### src/rtl/core/dmcf_pkg.sv
// Shared types and constants for the dual-mode command framer.
// Holds the character codes, field widths, the controller state type and the
// command and status structs that pass between controller and datapath.
package dmcf_pkg;

    localparam int BYTE_W = 8;
    localparam int LEN_W  = 5;

    localparam logic [BYTE_W-1:0] CHAR_OPEN  = 8'h5B;  // '['
    localparam logic [BYTE_W-1:0] CHAR_CLOSE = 8'h5D;  // ']'
    localparam logic [BYTE_W-1:0] CHAR_CR    = 8'h0D;
    localparam logic [BYTE_W-1:0] CHAR_LF    = 8'h0A;

    typedef enum logic [1:0] {
        ST_IDLE,
        ST_RD,
        ST_OUT,
        ST_EMPTY
    } t_dmcf_state;

    // Commands from the controller to the datapath.
    typedef struct packed {
        logic accept;     // an input transaction completes this cycle
        logic rd_en;      // read the packet store at the current read index
        logic advance;    // step the read index to the next stored byte
        logic empty_sel;  // the result on offer is the empty bracket marker
    } t_dmcf_cmd;

    // Status from the datapath to the controller.
    typedef struct packed {
        logic emit_go;     // the byte on offer completes a packet
        logic emit_empty;  // and that packet is an empty bracket packet
        logic last;        // the read index points at the final stored byte
    } t_dmcf_status;

endpackage

### src/rtl/core/dmcf_rx_if.sv
// Receive channel of the command framer: one received byte per transaction.
// Depends on dmcf_pkg for the byte width.
interface dmcf_rx_if import dmcf_pkg::*; ();
    logic              valid;
    logic              ready;
    logic [BYTE_W-1:0] rx_byte;

    modport source (output valid, output rx_byte, input ready);
    modport sink   (input valid, input rx_byte, output ready);
endinterface

### src/rtl/core/dmcf_cmd_if.sv
// Result channel of the command framer: one command byte per transaction.
// Depends on dmcf_pkg for the field widths.
interface dmcf_cmd_if import dmcf_pkg::*; ();
    logic              valid;
    logic              ready;
    logic [BYTE_W-1:0] data_byte;
    logic [LEN_W-1:0]  packet_length;
    logic              is_last;
    logic              is_empty;
    logic              framed_by_brackets;

    modport source (output valid, output data_byte, output packet_length,
                    output is_last, output is_empty, output framed_by_brackets,
                    input ready);
    modport sink   (input valid, input data_byte, input packet_length,
                    input is_last, input is_empty, input framed_by_brackets,
                    output ready);
endinterface

### src/rtl/core/dmcf_ram.sv
// Generic single-write, single-read RAM with a registered read port.
// No dependencies.
module dmcf_ram #(
    parameter int WIDTH = 8,
    parameter int DEPTH = 31,
    localparam int AW   = (DEPTH > 1) ? $clog2(DEPTH) : 1
) (
    input  logic             i_clk,
    input  logic             i_we,
    input  logic [AW-1:0]    i_waddr,
    input  logic [WIDTH-1:0] i_wdata,
    input  logic             i_re,
    input  logic [AW-1:0]    i_raddr,
    output logic [WIDTH-1:0] o_rdata
);

    logic [WIDTH-1:0] r_mem [DEPTH];
    logic [WIDTH-1:0] r_rdata;

    always_ff @(posedge i_clk) begin
        if (i_we) begin
            r_mem[i_waddr] <= i_wdata;
        end
        if (i_re) begin
            r_rdata <= r_mem[i_raddr];
        end
    end

    assign o_rdata = r_rdata;

endmodule

### src/rtl/core/dmcf_ctrl.sv
// Controller state machine of the command framer.
// Depends on dmcf_pkg for the state type and the command and status structs.
module dmcf_ctrl import dmcf_pkg::*; (
    input  logic         i_clk,
    input  logic         i_rst_n,
    input  logic         i_in_valid,
    input  logic         i_out_ready,
    input  t_dmcf_status i_status,
    output t_dmcf_cmd    o_cmd,
    output logic         o_in_ready,
    output logic         o_out_valid
);

    t_dmcf_state r_state;
    t_dmcf_state n_state;

    always_ff @(posedge i_clk) begin
        if (!i_rst_n) begin
            r_state <= ST_IDLE;
        end else begin
            r_state <= n_state;
        end
    end

    always_comb begin
        n_state = r_state;
        case (r_state)
            ST_IDLE: begin
                if (i_in_valid && i_status.emit_go) begin
                    n_state = i_status.emit_empty ? ST_EMPTY : ST_RD;
                end
            end
            ST_RD: begin
                n_state = ST_OUT;
            end
            ST_OUT: begin
                if (i_out_ready) begin
                    n_state = i_status.last ? ST_IDLE : ST_RD;
                end
            end
            ST_EMPTY: begin
                if (i_out_ready) begin
                    n_state = ST_IDLE;
                end
            end
            default: begin
                n_state = ST_IDLE;
            end
        endcase
    end

    always_comb begin
        o_cmd       = '0;
        o_in_ready  = 1'b0;
        o_out_valid = 1'b0;
        case (r_state)
            ST_IDLE: begin
                o_in_ready   = 1'b1;
                o_cmd.accept = i_in_valid;
            end
            ST_RD: begin
                o_cmd.rd_en = 1'b1;
            end
            ST_OUT: begin
                o_out_valid   = 1'b1;
                o_cmd.advance = i_out_ready && !i_status.last;
            end
            ST_EMPTY: begin
                o_out_valid     = 1'b1;
                o_cmd.empty_sel = 1'b1;
            end
            default: begin
                o_cmd = '0;
            end
        endcase
    end

    // A read is always followed by its presentation cycle.
    a_rd_then_out: assert property (@(posedge i_clk) disable iff (!i_rst_n)
        (r_state == ST_RD) |=> (r_state == ST_OUT))
        else $error("read cycle not followed by output cycle");

    // An empty bracket packet goes straight to its single marker result.
    a_empty_path: assert property (@(posedge i_clk) disable iff (!i_rst_n)
        (o_cmd.accept && i_status.emit_go && i_status.emit_empty)
        |=> (r_state == ST_EMPTY))
        else $error("empty packet did not select the marker result");

    // A stalled result stays on offer.
    a_out_hold: assert property (@(posedge i_clk) disable iff (!i_rst_n)
        (r_state == ST_OUT && !i_out_ready) |=> (r_state == ST_OUT))
        else $error("stalled result withdrawn");

endmodule

### src/rtl/core/dmcf_dp.sv
// Datapath of the command framer: byte decode, framing state, packet store
// and result fields. Depends on dmcf_pkg and dmcf_ram.
module dmcf_dp import dmcf_pkg::*; #(
    parameter int PACKET_SIZE = 32
) (
    input  logic              i_clk,
    input  logic              i_rst_n,
    input  t_dmcf_cmd         i_cmd,
    input  logic [BYTE_W-1:0] i_rx_byte,
    output t_dmcf_status      o_status,
    output logic [BYTE_W-1:0] o_data_byte,
    output logic [LEN_W-1:0]  o_packet_length,
    output logic              o_is_last,
    output logic              o_is_empty,
    output logic              o_framed_by_brackets
);

    localparam int CAPACITY = PACKET_SIZE - 1;
    localparam int CW       = $clog2(PACKET_SIZE);
    localparam int AW       = (CAPACITY > 1) ? $clog2(CAPACITY) : 1;
    localparam logic [CW-1:0] FILL_FULL = CW'(CAPACITY);

    logic          r_mode;
    logic          n_mode;
    logic [CW-1:0] r_fill;
    logic [CW-1:0] n_fill;
    logic [CW-1:0] r_len;
    logic          r_framed;
    logic [AW-1:0] r_idx;

    logic is_open;
    logic is_close;
    logic is_term;
    logic is_data;
    logic full;
    logic emit_go;
    logic wr_en;
    logic [BYTE_W-1:0] rd_data;
    logic [CW+LEN_W-1:0] len_ext;

    assign is_open  = (i_rx_byte == CHAR_OPEN);
    assign is_close = r_mode && (i_rx_byte == CHAR_CLOSE);
    assign is_term  = !r_mode && ((i_rx_byte == CHAR_CR) || (i_rx_byte == CHAR_LF));
    assign is_data  = !is_open && !is_close && !is_term;
    assign full     = (r_fill == FILL_FULL);
    assign emit_go  = !is_open && (is_close || (is_term && (r_fill != '0)));
    assign wr_en    = i_cmd.accept && is_data && !full;

    assign o_status.emit_go    = emit_go;
    assign o_status.emit_empty = (r_fill == '0);
    assign o_status.last       = ((CW'(r_idx) + CW'(1)) == r_len);

    always_comb begin
        n_mode = r_mode;
        n_fill = r_fill;
        if (i_cmd.accept) begin
            if (is_open) begin
                n_mode = 1'b1;
                n_fill = '0;
            end else if (is_close) begin
                n_mode = 1'b0;
                n_fill = '0;
            end else if (is_term) begin
                n_fill = '0;
            end else if (full) begin
                // Overflow drops the byte; bracket form falls back to line form.
                n_mode = 1'b0;
                n_fill = '0;
            end else begin
                n_fill = r_fill + CW'(1);
            end
        end
    end

    always_ff @(posedge i_clk) begin
        if (!i_rst_n) begin
            r_mode <= 1'b0;
            r_fill <= '0;
            r_idx  <= '0;
        end else begin
            r_mode <= n_mode;
            r_fill <= n_fill;
            if (i_cmd.accept && emit_go) begin
                r_idx <= '0;
            end else if (i_cmd.advance) begin
                r_idx <= r_idx + AW'(1);
            end
        end
    end

    // Snapshot of the completed packet, held while its bytes go out.
    always_ff @(posedge i_clk) begin
        if (i_cmd.accept && emit_go) begin
            r_len    <= r_fill;
            r_framed <= is_close;
        end
    end

    dmcf_ram #(
        .WIDTH (BYTE_W),
        .DEPTH (CAPACITY)
    ) u_store (
        .i_clk   (i_clk),
        .i_we    (wr_en),
        .i_waddr (r_fill[AW-1:0]),
        .i_wdata (i_rx_byte),
        .i_re    (i_cmd.rd_en),
        .i_raddr (r_idx),
        .o_rdata (rd_data)
    );

    assign len_ext              = (CW+LEN_W)'(r_len);
    assign o_data_byte          = i_cmd.empty_sel ? '0 : rd_data;
    assign o_packet_length      = len_ext[LEN_W-1:0];
    assign o_is_last            = i_cmd.empty_sel || o_status.last;
    assign o_is_empty           = i_cmd.empty_sel;
    assign o_framed_by_brackets = r_framed;

    a_fill_range: assert property (@(posedge i_clk) disable iff (!i_rst_n)
        r_fill <= FILL_FULL)
        else $error("fill count beyond store capacity");

    a_state_hold: assert property (@(posedge i_clk) disable iff (!i_rst_n)
        !i_cmd.accept |=> ($stable(r_fill) && $stable(r_mode)))
        else $error("framing state changed without an input transaction");

    a_read_in_range: assert property (@(posedge i_clk) disable iff (!i_rst_n)
        i_cmd.rd_en |-> (CW'(r_idx) < r_len))
        else $error("store read beyond the completed packet");

endmodule

### src/rtl/core/dual_mode_command_framer_top.sv
// Top level of the dual-mode command framer.
// Depends on dmcf_pkg, dmcf_rx_if, dmcf_cmd_if, dmcf_ctrl and dmcf_dp.

// The framer takes one received byte per input transaction and collects
// command bytes into a packet store of PACKET_SIZE-1 bytes. In bracket form,
// '[' starts or restarts a packet and ']' completes it, even when it is empty;
// in line form, CR or LF completes a packet that holds at least one byte, and
// a ']' seen in line form is ordinary data. A byte that arrives with the store
// full is dropped: in bracket form the packet is abandoned and the framer goes
// back to line form, in line form the packet simply starts again. A completed
// packet leaves as a run of result transactions, one per byte in arrival
// order, with is_last on the final one; an empty bracket packet gives a single
// transaction with is_empty set and a zero data byte. Each byte of a
// completed packet is first read through the packet store's registered port
// and then held on offer until it is taken. No input transaction is taken
// while a packet is being emitted, and output back-pressure stretches the
// run. The store needs no clearing after reset: only bytes written for the
// current packet are ever read.
module dual_mode_command_framer_top import dmcf_pkg::*; #(
    parameter int PACKET_SIZE = 32
) (
    input  logic        i_clk,
    input  logic        i_rst_n,
    dmcf_rx_if.sink     i_rx_if,
    dmcf_cmd_if.source  o_cmd_if
);

    t_dmcf_cmd    cmd;
    t_dmcf_status status;

    // Sequencing: accept bytes, then walk the store for a completed packet.
    dmcf_ctrl u_ctrl (
        .i_clk       (i_clk),
        .i_rst_n     (i_rst_n),
        .i_in_valid  (i_rx_if.valid),
        .i_out_ready (o_cmd_if.ready),
        .i_status    (status),
        .o_cmd       (cmd),
        .o_in_ready  (i_rx_if.ready),
        .o_out_valid (o_cmd_if.valid)
    );

    // Decode, framing state, packet store and result fields.
    dmcf_dp #(
        .PACKET_SIZE (PACKET_SIZE)
    ) u_dp (
        .i_clk                (i_clk),
        .i_rst_n              (i_rst_n),
        .i_cmd                (cmd),
        .i_rx_byte            (i_rx_if.rx_byte),
        .o_status             (status),
        .o_data_byte          (o_cmd_if.data_byte),
        .o_packet_length      (o_cmd_if.packet_length),
        .o_is_last            (o_cmd_if.is_last),
        .o_is_empty           (o_cmd_if.is_empty),
        .o_framed_by_brackets (o_cmd_if.framed_by_brackets)
    );

endmodule

### src/flat_wrapper.sv
// flat-port wrapper written by rule: the top's interface ports become plain ports
module dual_mode_command_framer_top_flat import dmcf_pkg::*;
#(
    parameter int PACKET_SIZE = 32
)
  (i_clk, i_rst_n, i_rx_if_valid, i_rx_if_rx_byte, i_rx_if_ready, o_cmd_if_valid, o_cmd_if_data_byte, o_cmd_if_packet_length, o_cmd_if_is_last, o_cmd_if_is_empty, o_cmd_if_framed_by_brackets, o_cmd_if_ready);
  dmcf_rx_if i_rx_if_i ();
  dmcf_cmd_if o_cmd_if_i ();
  input  logic i_clk;
  input  logic i_rst_n;
  input wire logic [$bits(i_rx_if_i.valid)-1:0] i_rx_if_valid;
  input wire logic [$bits(i_rx_if_i.rx_byte)-1:0] i_rx_if_rx_byte;
  output wire logic [$bits(i_rx_if_i.ready)-1:0] i_rx_if_ready;
  output wire logic [$bits(o_cmd_if_i.valid)-1:0] o_cmd_if_valid;
  output wire logic [$bits(o_cmd_if_i.data_byte)-1:0] o_cmd_if_data_byte;
  output wire logic [$bits(o_cmd_if_i.packet_length)-1:0] o_cmd_if_packet_length;
  output wire logic [$bits(o_cmd_if_i.is_last)-1:0] o_cmd_if_is_last;
  output wire logic [$bits(o_cmd_if_i.is_empty)-1:0] o_cmd_if_is_empty;
  output wire logic [$bits(o_cmd_if_i.framed_by_brackets)-1:0] o_cmd_if_framed_by_brackets;
  input wire logic [$bits(o_cmd_if_i.ready)-1:0] o_cmd_if_ready;
  assign i_rx_if_i.valid = i_rx_if_valid;
  assign i_rx_if_i.rx_byte = i_rx_if_rx_byte;
  assign i_rx_if_ready = i_rx_if_i.ready;
  assign o_cmd_if_valid = o_cmd_if_i.valid;
  assign o_cmd_if_data_byte = o_cmd_if_i.data_byte;
  assign o_cmd_if_packet_length = o_cmd_if_i.packet_length;
  assign o_cmd_if_is_last = o_cmd_if_i.is_last;
  assign o_cmd_if_is_empty = o_cmd_if_i.is_empty;
  assign o_cmd_if_framed_by_brackets = o_cmd_if_i.framed_by_brackets;
  assign o_cmd_if_i.ready = o_cmd_if_ready;
  dual_mode_command_framer_top #(.PACKET_SIZE(PACKET_SIZE)) u_core (.i_clk(i_clk), .i_rst_n(i_rst_n), .i_rx_if(i_rx_if_i), .o_cmd_if(o_cmd_if_i));
endmodule
### config.mk
export PLATFORM = sky130hd
export DESIGN_NAME = dual_mode_command_framer_top_flat
export DESIGN_NICKNAME = d
export VERILOG_FILES = /design/src/rtl/core/dmcf_pkg.sv /design/src/rtl/core/dmcf_rx_if.sv /design/src/rtl/core/dmcf_cmd_if.sv /design/src/rtl/core/dmcf_ram.sv /design/src/rtl/core/dmcf_ctrl.sv /design/src/rtl/core/dmcf_dp.sv /design/src/rtl/core/dual_mode_command_framer_top.sv /design/src/flat_wrapper.sv
export SDC_FILE = /design/constraint.sdc
export NUM_CORES = 1
export LEC_CHECK = 0
export BUFFER_PORTS_ARGS = -buffer_cell sky130_fd_sc_hd__buf_2
export CORE_MARGIN = 2
export CORE_UTILIZATION = 45
export CTS_BUF_LIST = sky130_fd_sc_hd__clkbuf_16
export DETAILED_ROUTE_END_ITERATION = 8
export GPL_TIMING_DRIVEN = 0
export HOLD_SLACK_MARGIN = 0.12
export PLACE_DENSITY = 0.68
export SLEW_MARGIN = 20
export SYNTH_ARGS = -nofsm -noshare
export SYNTH_HDL_FRONTEND = slang
export SYNTH_SLANG_ARGS = --single-unit
### constraint.sdc
create_clock -name i_clk -period 2.6 [get_ports i_clk]
set_input_delay 0.39 -clock i_clk [delete_from_list [all_inputs] [get_ports i_clk]]
set_output_delay 0.39 -clock i_clk [all_outputs]
set_load 0.005 [all_outputs]
Yosys cells after proc, flatten, opt, wreduce, memory -nomap -nowiden

Memories as Yosys holds them, arrays and structs flattened. A register that Yosys moved wholly into a read port is not among the register bits.
Index checks and enable logic that the tools add are counted.
Widths: inputs -> output; s select.

Add/subtract/negate cells: 2
Reduce and logical (&&, ||, !) cells: 28
Mux-type cells: 23
Bitwise logic cells: 1
Equal/unequal tests: 13

Operator list:

| operator            | count |
|---|---|
| $mux 5              | 4 |
| $eq 8x4->1 const B  | 2 |
| $eq 8x7->1 const B  | 2 |
| $mux 1              | 13 |
| $logic_and 1x1->1   | 11 |
| $add 5x1->5 const B | 2 |
| $mux 2              | 4 |
| $mux 8              | 1 |
| $pmux 2 s4          | 1 |
| $logic_not 1->1     | 6 |
| $ne 2x2->1 const B  | 3 |
| $reduce_and 3->1    | 2 |
| $eq 5x5->1          | 1 |
| $eq 5x5->1 const B  | 1 |
| $logic_not 5->1     | 1 |
| $reduce_bool 5->1   | 1 |
| $eq 2x2->1 const B  | 2 |
| $reduce_or 2->1     | 2 |
| $logic_or 1x1->1    | 3 |
| $ne 3x3->1 const B  | 1 |
| $reduce_bool 3->1   | 1 |
| $eq 2x1->1 const B  | 1 |
| $logic_not 2->1     | 1 |
| $not 1->1           | 1 |

Bits in writable memories: 248
Logic and storage cells: 74
Register bits: 19
Memories kept: 1
Output and inout bits: 18

Memory list:

| name                      | words | width | read ports | clocked after Yosys merged registers in | write ports | RTL line       | RTL |
|---|---|---|---|---|---|---|---|
| u_core.u_dp.u_store.r_mem | 31    | 8     | 1          | 1                                       | 1           | dmcf_ram.sv:17 | `logic [WIDTH-1:0] r_mem [DEPTH];` |

Logic depth before layout (Yosys ltp)

Word-level depth: 9
Depth in mapped cells: 7
Depth with buffers taken out: 7

By module

A second synthesis with hierarchy kept.

Cell total of the unflattened synthesis: 688
Area total of the unflattened synthesis: 11,398.4 um^2

By module, submodules not included:

| module    | times used | area each (um^2) | sequential area each (um^2) | cells an instance |
|---|---|---|---|---|
| dmcf_ram  | 1          | 10,189.8         | 7,687.4                     | 561 |
| dmcf_dp   | 1          | 1,077.3          | 400.4                       | 113 |
| dmcf_ctrl | 1          | 131.4            | 40.0                        | 14 |

Worst setup path before layout

Ideal clock, no wire load.

Path type: reg2reg
Start: reg u_core.u_dp.r_fill[0]
End: mem u_core.u_dp.u_store.r_mem[13][0], enable pin
Cell stages (with the launch flop): 7
Arrival: 2.117 ns
Setup slack: 0.113 ns
Required time: 2.230 ns
Buffers on the path: 0
Path through: dfxtp_1 ha_1 and3_1 ha_1 nor4_2 nand2_1 nor2_1

Cells in the longest elaborated chain, start to end: 5

RTL lines:

| item                         | RTL line       | RTL |
|---|---|---|
| start, declared              | dmcf_dp.sv:25  | `logic [CW-1:0] r_fill;` |
| start signal, assigned       | dmcf_dp.sv:82  | `r_fill <= n_fill;` |
| $eq 5x5->1                   | dmcf_dp.sv:45  | `assign full = (r_fill == FILL_FULL);` |
| $logic_not 1->1              | dmcf_dp.sv:47  | `assign wr_en = i_cmd.accept && is_data && !full;` |
| $logic_and 1x1->1            | dmcf_dp.sv:47  |  |
| $mux 1                       | dmcf_ram.sv:21 | `if (i_we) begin` |
| $mux 1 (implied by the code) | dmcf_ram.sv:22 | `r_mem[i_waddr] <= i_wdata;` |
| end, declared                | dmcf_ram.sv:17 |  |

Several ways; a longest one is shown, not always the timed one.

==> metrics.md <==
| Metric | Value |
|---|---|
| Nets | `about 640` |
| Ys Warns | `0` |
| Cell area after placement | `11600 µm²` |
| Vias in the first global route | `5640` |
| Bufs on Longest Clock Path | `3` |
| Setup-failing EPs final | `0` |
| Port buffer count | `29` |
| Clock power frac | `0.455` |
| First drt pass iteration count | `6` |
| Mapped Cells | `558` |
| Pwr/cell area | `718 nW/µm²` |
| Net switching share of the total power | `0.194` |
| Min cycle time layout | `roughly 2.6 ns` |
| Worst slew margin | `0.306` |
| Fmax achieved | `392 MHz` |
| Initial Util | `0.456` |
| CP Data Arrival Time | `2.84 ns` |
| Hold crit path type | `input port to register` |
| CP delay by family, top | `multiplexers` |
| Clk root buf | `clkbuf_16` |
| Synth area leaders | `edfxtp_1, mux4_2, dfxtp_1, nor2_1, mux2_2` |
| Routed len/inst | `about 25 µm` |
| Post-detail-place hpwl | `15.6 mm` |
| Hold path start | `o_cmd_if_ready` |
| I/O pin cnt | `30` |
| Detailed Route Iter0 Violations | `567` |
| RePlAce Congestion | `0.908` |
| Register bit total from synthesis | `275` |
| Final ANT Viol Nets | `0` |
| Die width | `161 µm` |
| Internal cell power | `0.00753 W` |
| Worst Tran Pin Value | `1.04 ns` |
| Routed vias/inst | `between 5 and 6` |
| Sink Count | `275` |
| First-pass GRT wire length | `36.0 mm` |
| Setup TNS | `0 ns` |
| Power share of the sequential group | `0.522` |
| Area Overhead vs Synth | `17.9%` |
| CP Cell Sequence | `clkbuf_4, buf_12, buf_12, mux4_2, mux4_2, mux2_2` |
| CTS tree | `yes` |
| Pin count of the biggest net entering global routing | `36` |
| Synth Area per Inst | `19.8 µm²` |
| Most frequent cells in the layout | `edfxtp_1, mux4_2, buf_2, nor2_4, clkbuf_16` |
| Vias | `5582` |
| Syn Nets | `576` |
| CP Data Required Time | `between 2 and 3 ns` |
| Period utilization | `0.982` |
| Crit path buffers/inverters | `3` |
| Htree depth | `1` |
| Fin area | `13000 µm²` |
| Global Route Usage Sum | `0.189` |
| P_leak | `slightly below 4 nW` |
| CP Launch Type | `register` |
| Clock Skew | `0.0153 ns` |
| Final Hold Vio Count | `0` |
| Final slew viol count | `0` |
| Drt drc | `0` |
| Crit-path max FO | `10` |
| Seq/Total Area, Yosys | `0.737` |
| Worst-skew pair later-pin latency | `0.54 ns` |
| Logic pwr share | `0.022` |
| Routed WL | `about 24 mm` |
| R2r startpoint | `u_core.u_dp.r_idx[0]` |
| Area leader, netlist | `edfxtp_1` |
| Critical-path top delay cell | `mux4_2` |
| Most common cell after layout, fill and taps aside | `edfxtp_1` |
| Num CTS Buffers | `27` |
| Crit. End Element | `register` |
| Synth unique cells | `37` |
| Total grt overflow | `0` |
| Worst-path clk slew | `0.06 ns` |
| Critical path origin | `u_core.u_dp.r_idx[0]` |
| NetSw | `0.00181 W` |
| Outcome | `finished clean` |
| Crit-path max cell delay | `about 0.57 ns` |
| Top cell type's share of synthesized area | `0.713` |
| Final design utilization | `0.538` |
| Initial antenna violation count | `0` |
| Critical path type | `register to register` |
| Die height | `about 160 µm` |
| Die area | `25800 µm²` |
| Maxcap violations | `0` |
| Antenna diodes | `0` |
| Layout cells sized above 1 | `0.350` |
| VDD IR max | `0.547 mV` |
| Synthesized area | `11000 µm²` |
| Core area | `between 20000 and 25000 µm²` |
| Standard-cell row count | `57` |
path summary, 6_finish.rpt:
path / to / slack [ns] / cells after the start
setup / recovery: u_core.u_dp.u_store.o_rdata[2] / 0.05 / 6
hold / removal: u_core.u_ctrl.r_state[1] / 0.19 / 4
setup reg to reg: u_core.u_dp.u_store.o_rdata[2] / 0.05 / 6
hold reg to reg: u_core.u_dp.o_packet_length[4] / 0.46 / 0
cells by family (layout without fill, tap and decap cells):
family	count (synthesis)	count (layout)	share of synthesized area
adders and majority gates	6	6	0.00681
xor gates and xnor gates	8	8	0.00635
and+or+nand+nor	108	108	0.0483
buffers and inverters	35	122	0.0166
AOI/OAI and AO/OA	37	37	0.0214
muxes	89	89	0.163
DFF	275	275	0.737
registers in the layout, indices dropped and copies added (netlist names):
signal and flops:
u_core.u_dp.r_mode 1, u_core.u_dp.u_store.r_mem 248, u_core.u_dp.u_store.o_rdata 8, u_core.u_dp.o_framed_by_brackets 1, u_core.u_dp.r_fill 5, u_core.u_dp.o_packet_length 5, u_core.u_ctrl.r_state 2, u_core.u_dp.r_idx 5
per-layer routing:
layer  up-vias  track usage  share of wire
li1       2401            -              -
met1      2916        0.275           0.42
met2       232        0.305           0.49
met3        33       0.0274          0.065
met4         0       0.0491          0.019
met5         -            0              0
power groups by stage:
stage,clock network (W),registers [W],logic [W]
3_5_place_dp,0,0.00497,0.000180
6_report,0.00425,0.00488,0.000209
3_3_place_gp,0,0.00497,0.000170
5_1_grt,0.00448,0.00488,0.000225
4_1_cts,0.00431,0.00488,0.000210
2_1_floorplan,0,0.00497,0.0000703
tightest hold or removal path, stage by stage:
cell and delay [ns]:
buf_2 0.09, nand2_1 0.06, o21ai_0 0.07, a21oi_1 0.07
per-stage QoR:
stage / cells / setup slack, ns / hold slack (ns) / power, W
2_1_floorplan: 558 / 0.113 / 0.435 / 0.00504
3_3_place_gp: 911 / -0.812 / 0.461 / 0.00514
3_5_place_dp: 911 / -0.961 / 0.450 / 0.00515
4_1_cts: 965 / 0.000180 / 0.176 / 0.00940
5_1_grt: 969 / -0.0218 / 0.235 / 0.00959
6_report: 969 / 0.0474 / 0.192 / 0.00934
cell usage after synthesis:
cell,number
edfxtp_1,262
mux4_2,72
nor2_1,38
nand2_1,24
clkbuf_1,17
o21ai_0,17
dfxtp_1,13
a21oi_1,10
and2_1,9
mux2_2,9
nand3_1,9
mux2i_1,8
inv_1,7
buf_6,6
ha_1,6
nand3b_1,6
or3_1,6
buf_2,5
or3b_2,4
xnor2_1,4
xor2_1,4
nand2b_1,2
nor2b_1,2
nor3_1,2
nor4_1,2
o21a_1,2
o41ai_1,2
a211oi_1,1
a211oi_2,1
a21boi_1,1
a31oi_1,1
and3_1,1
nand4_1,1
nor4_2,1
o211ai_1,1
o41ai_4,1
or3b_1,1
area by class of cell:
| cell class | count | area [µm²] |
|---|---|---|
| Buffer | 28 | 213 |
| Clock buffer | 27 | 676 |
| Clock inverter | 23 | 310 |
| Fill cell | 1799 | 11200 |
| Inverter | 7 | 26.3 |
| Multi-Input combinational cell | 248 | 3010 |
| Sequential cell | 275 | 8130 |
| Tap cell | 324 | 405 |
| Timing Repair Buffer | 37 | 235 |
what timing repair did:
| item | 4_1_cts | 5_1_grt |
|---|---|---|
| endpoints found under the hold margin | 1 | 0 |
| resized for setup | 83 | 16 |
| setup buffers | 3 | 4 |
| hold buffers | 1 | 0 |
| endpoints found under the setup margin | 263 | 263 |
| pin swaps | 1 | 5 |
No activity file was read; power rests on OpenSTA's default activity.
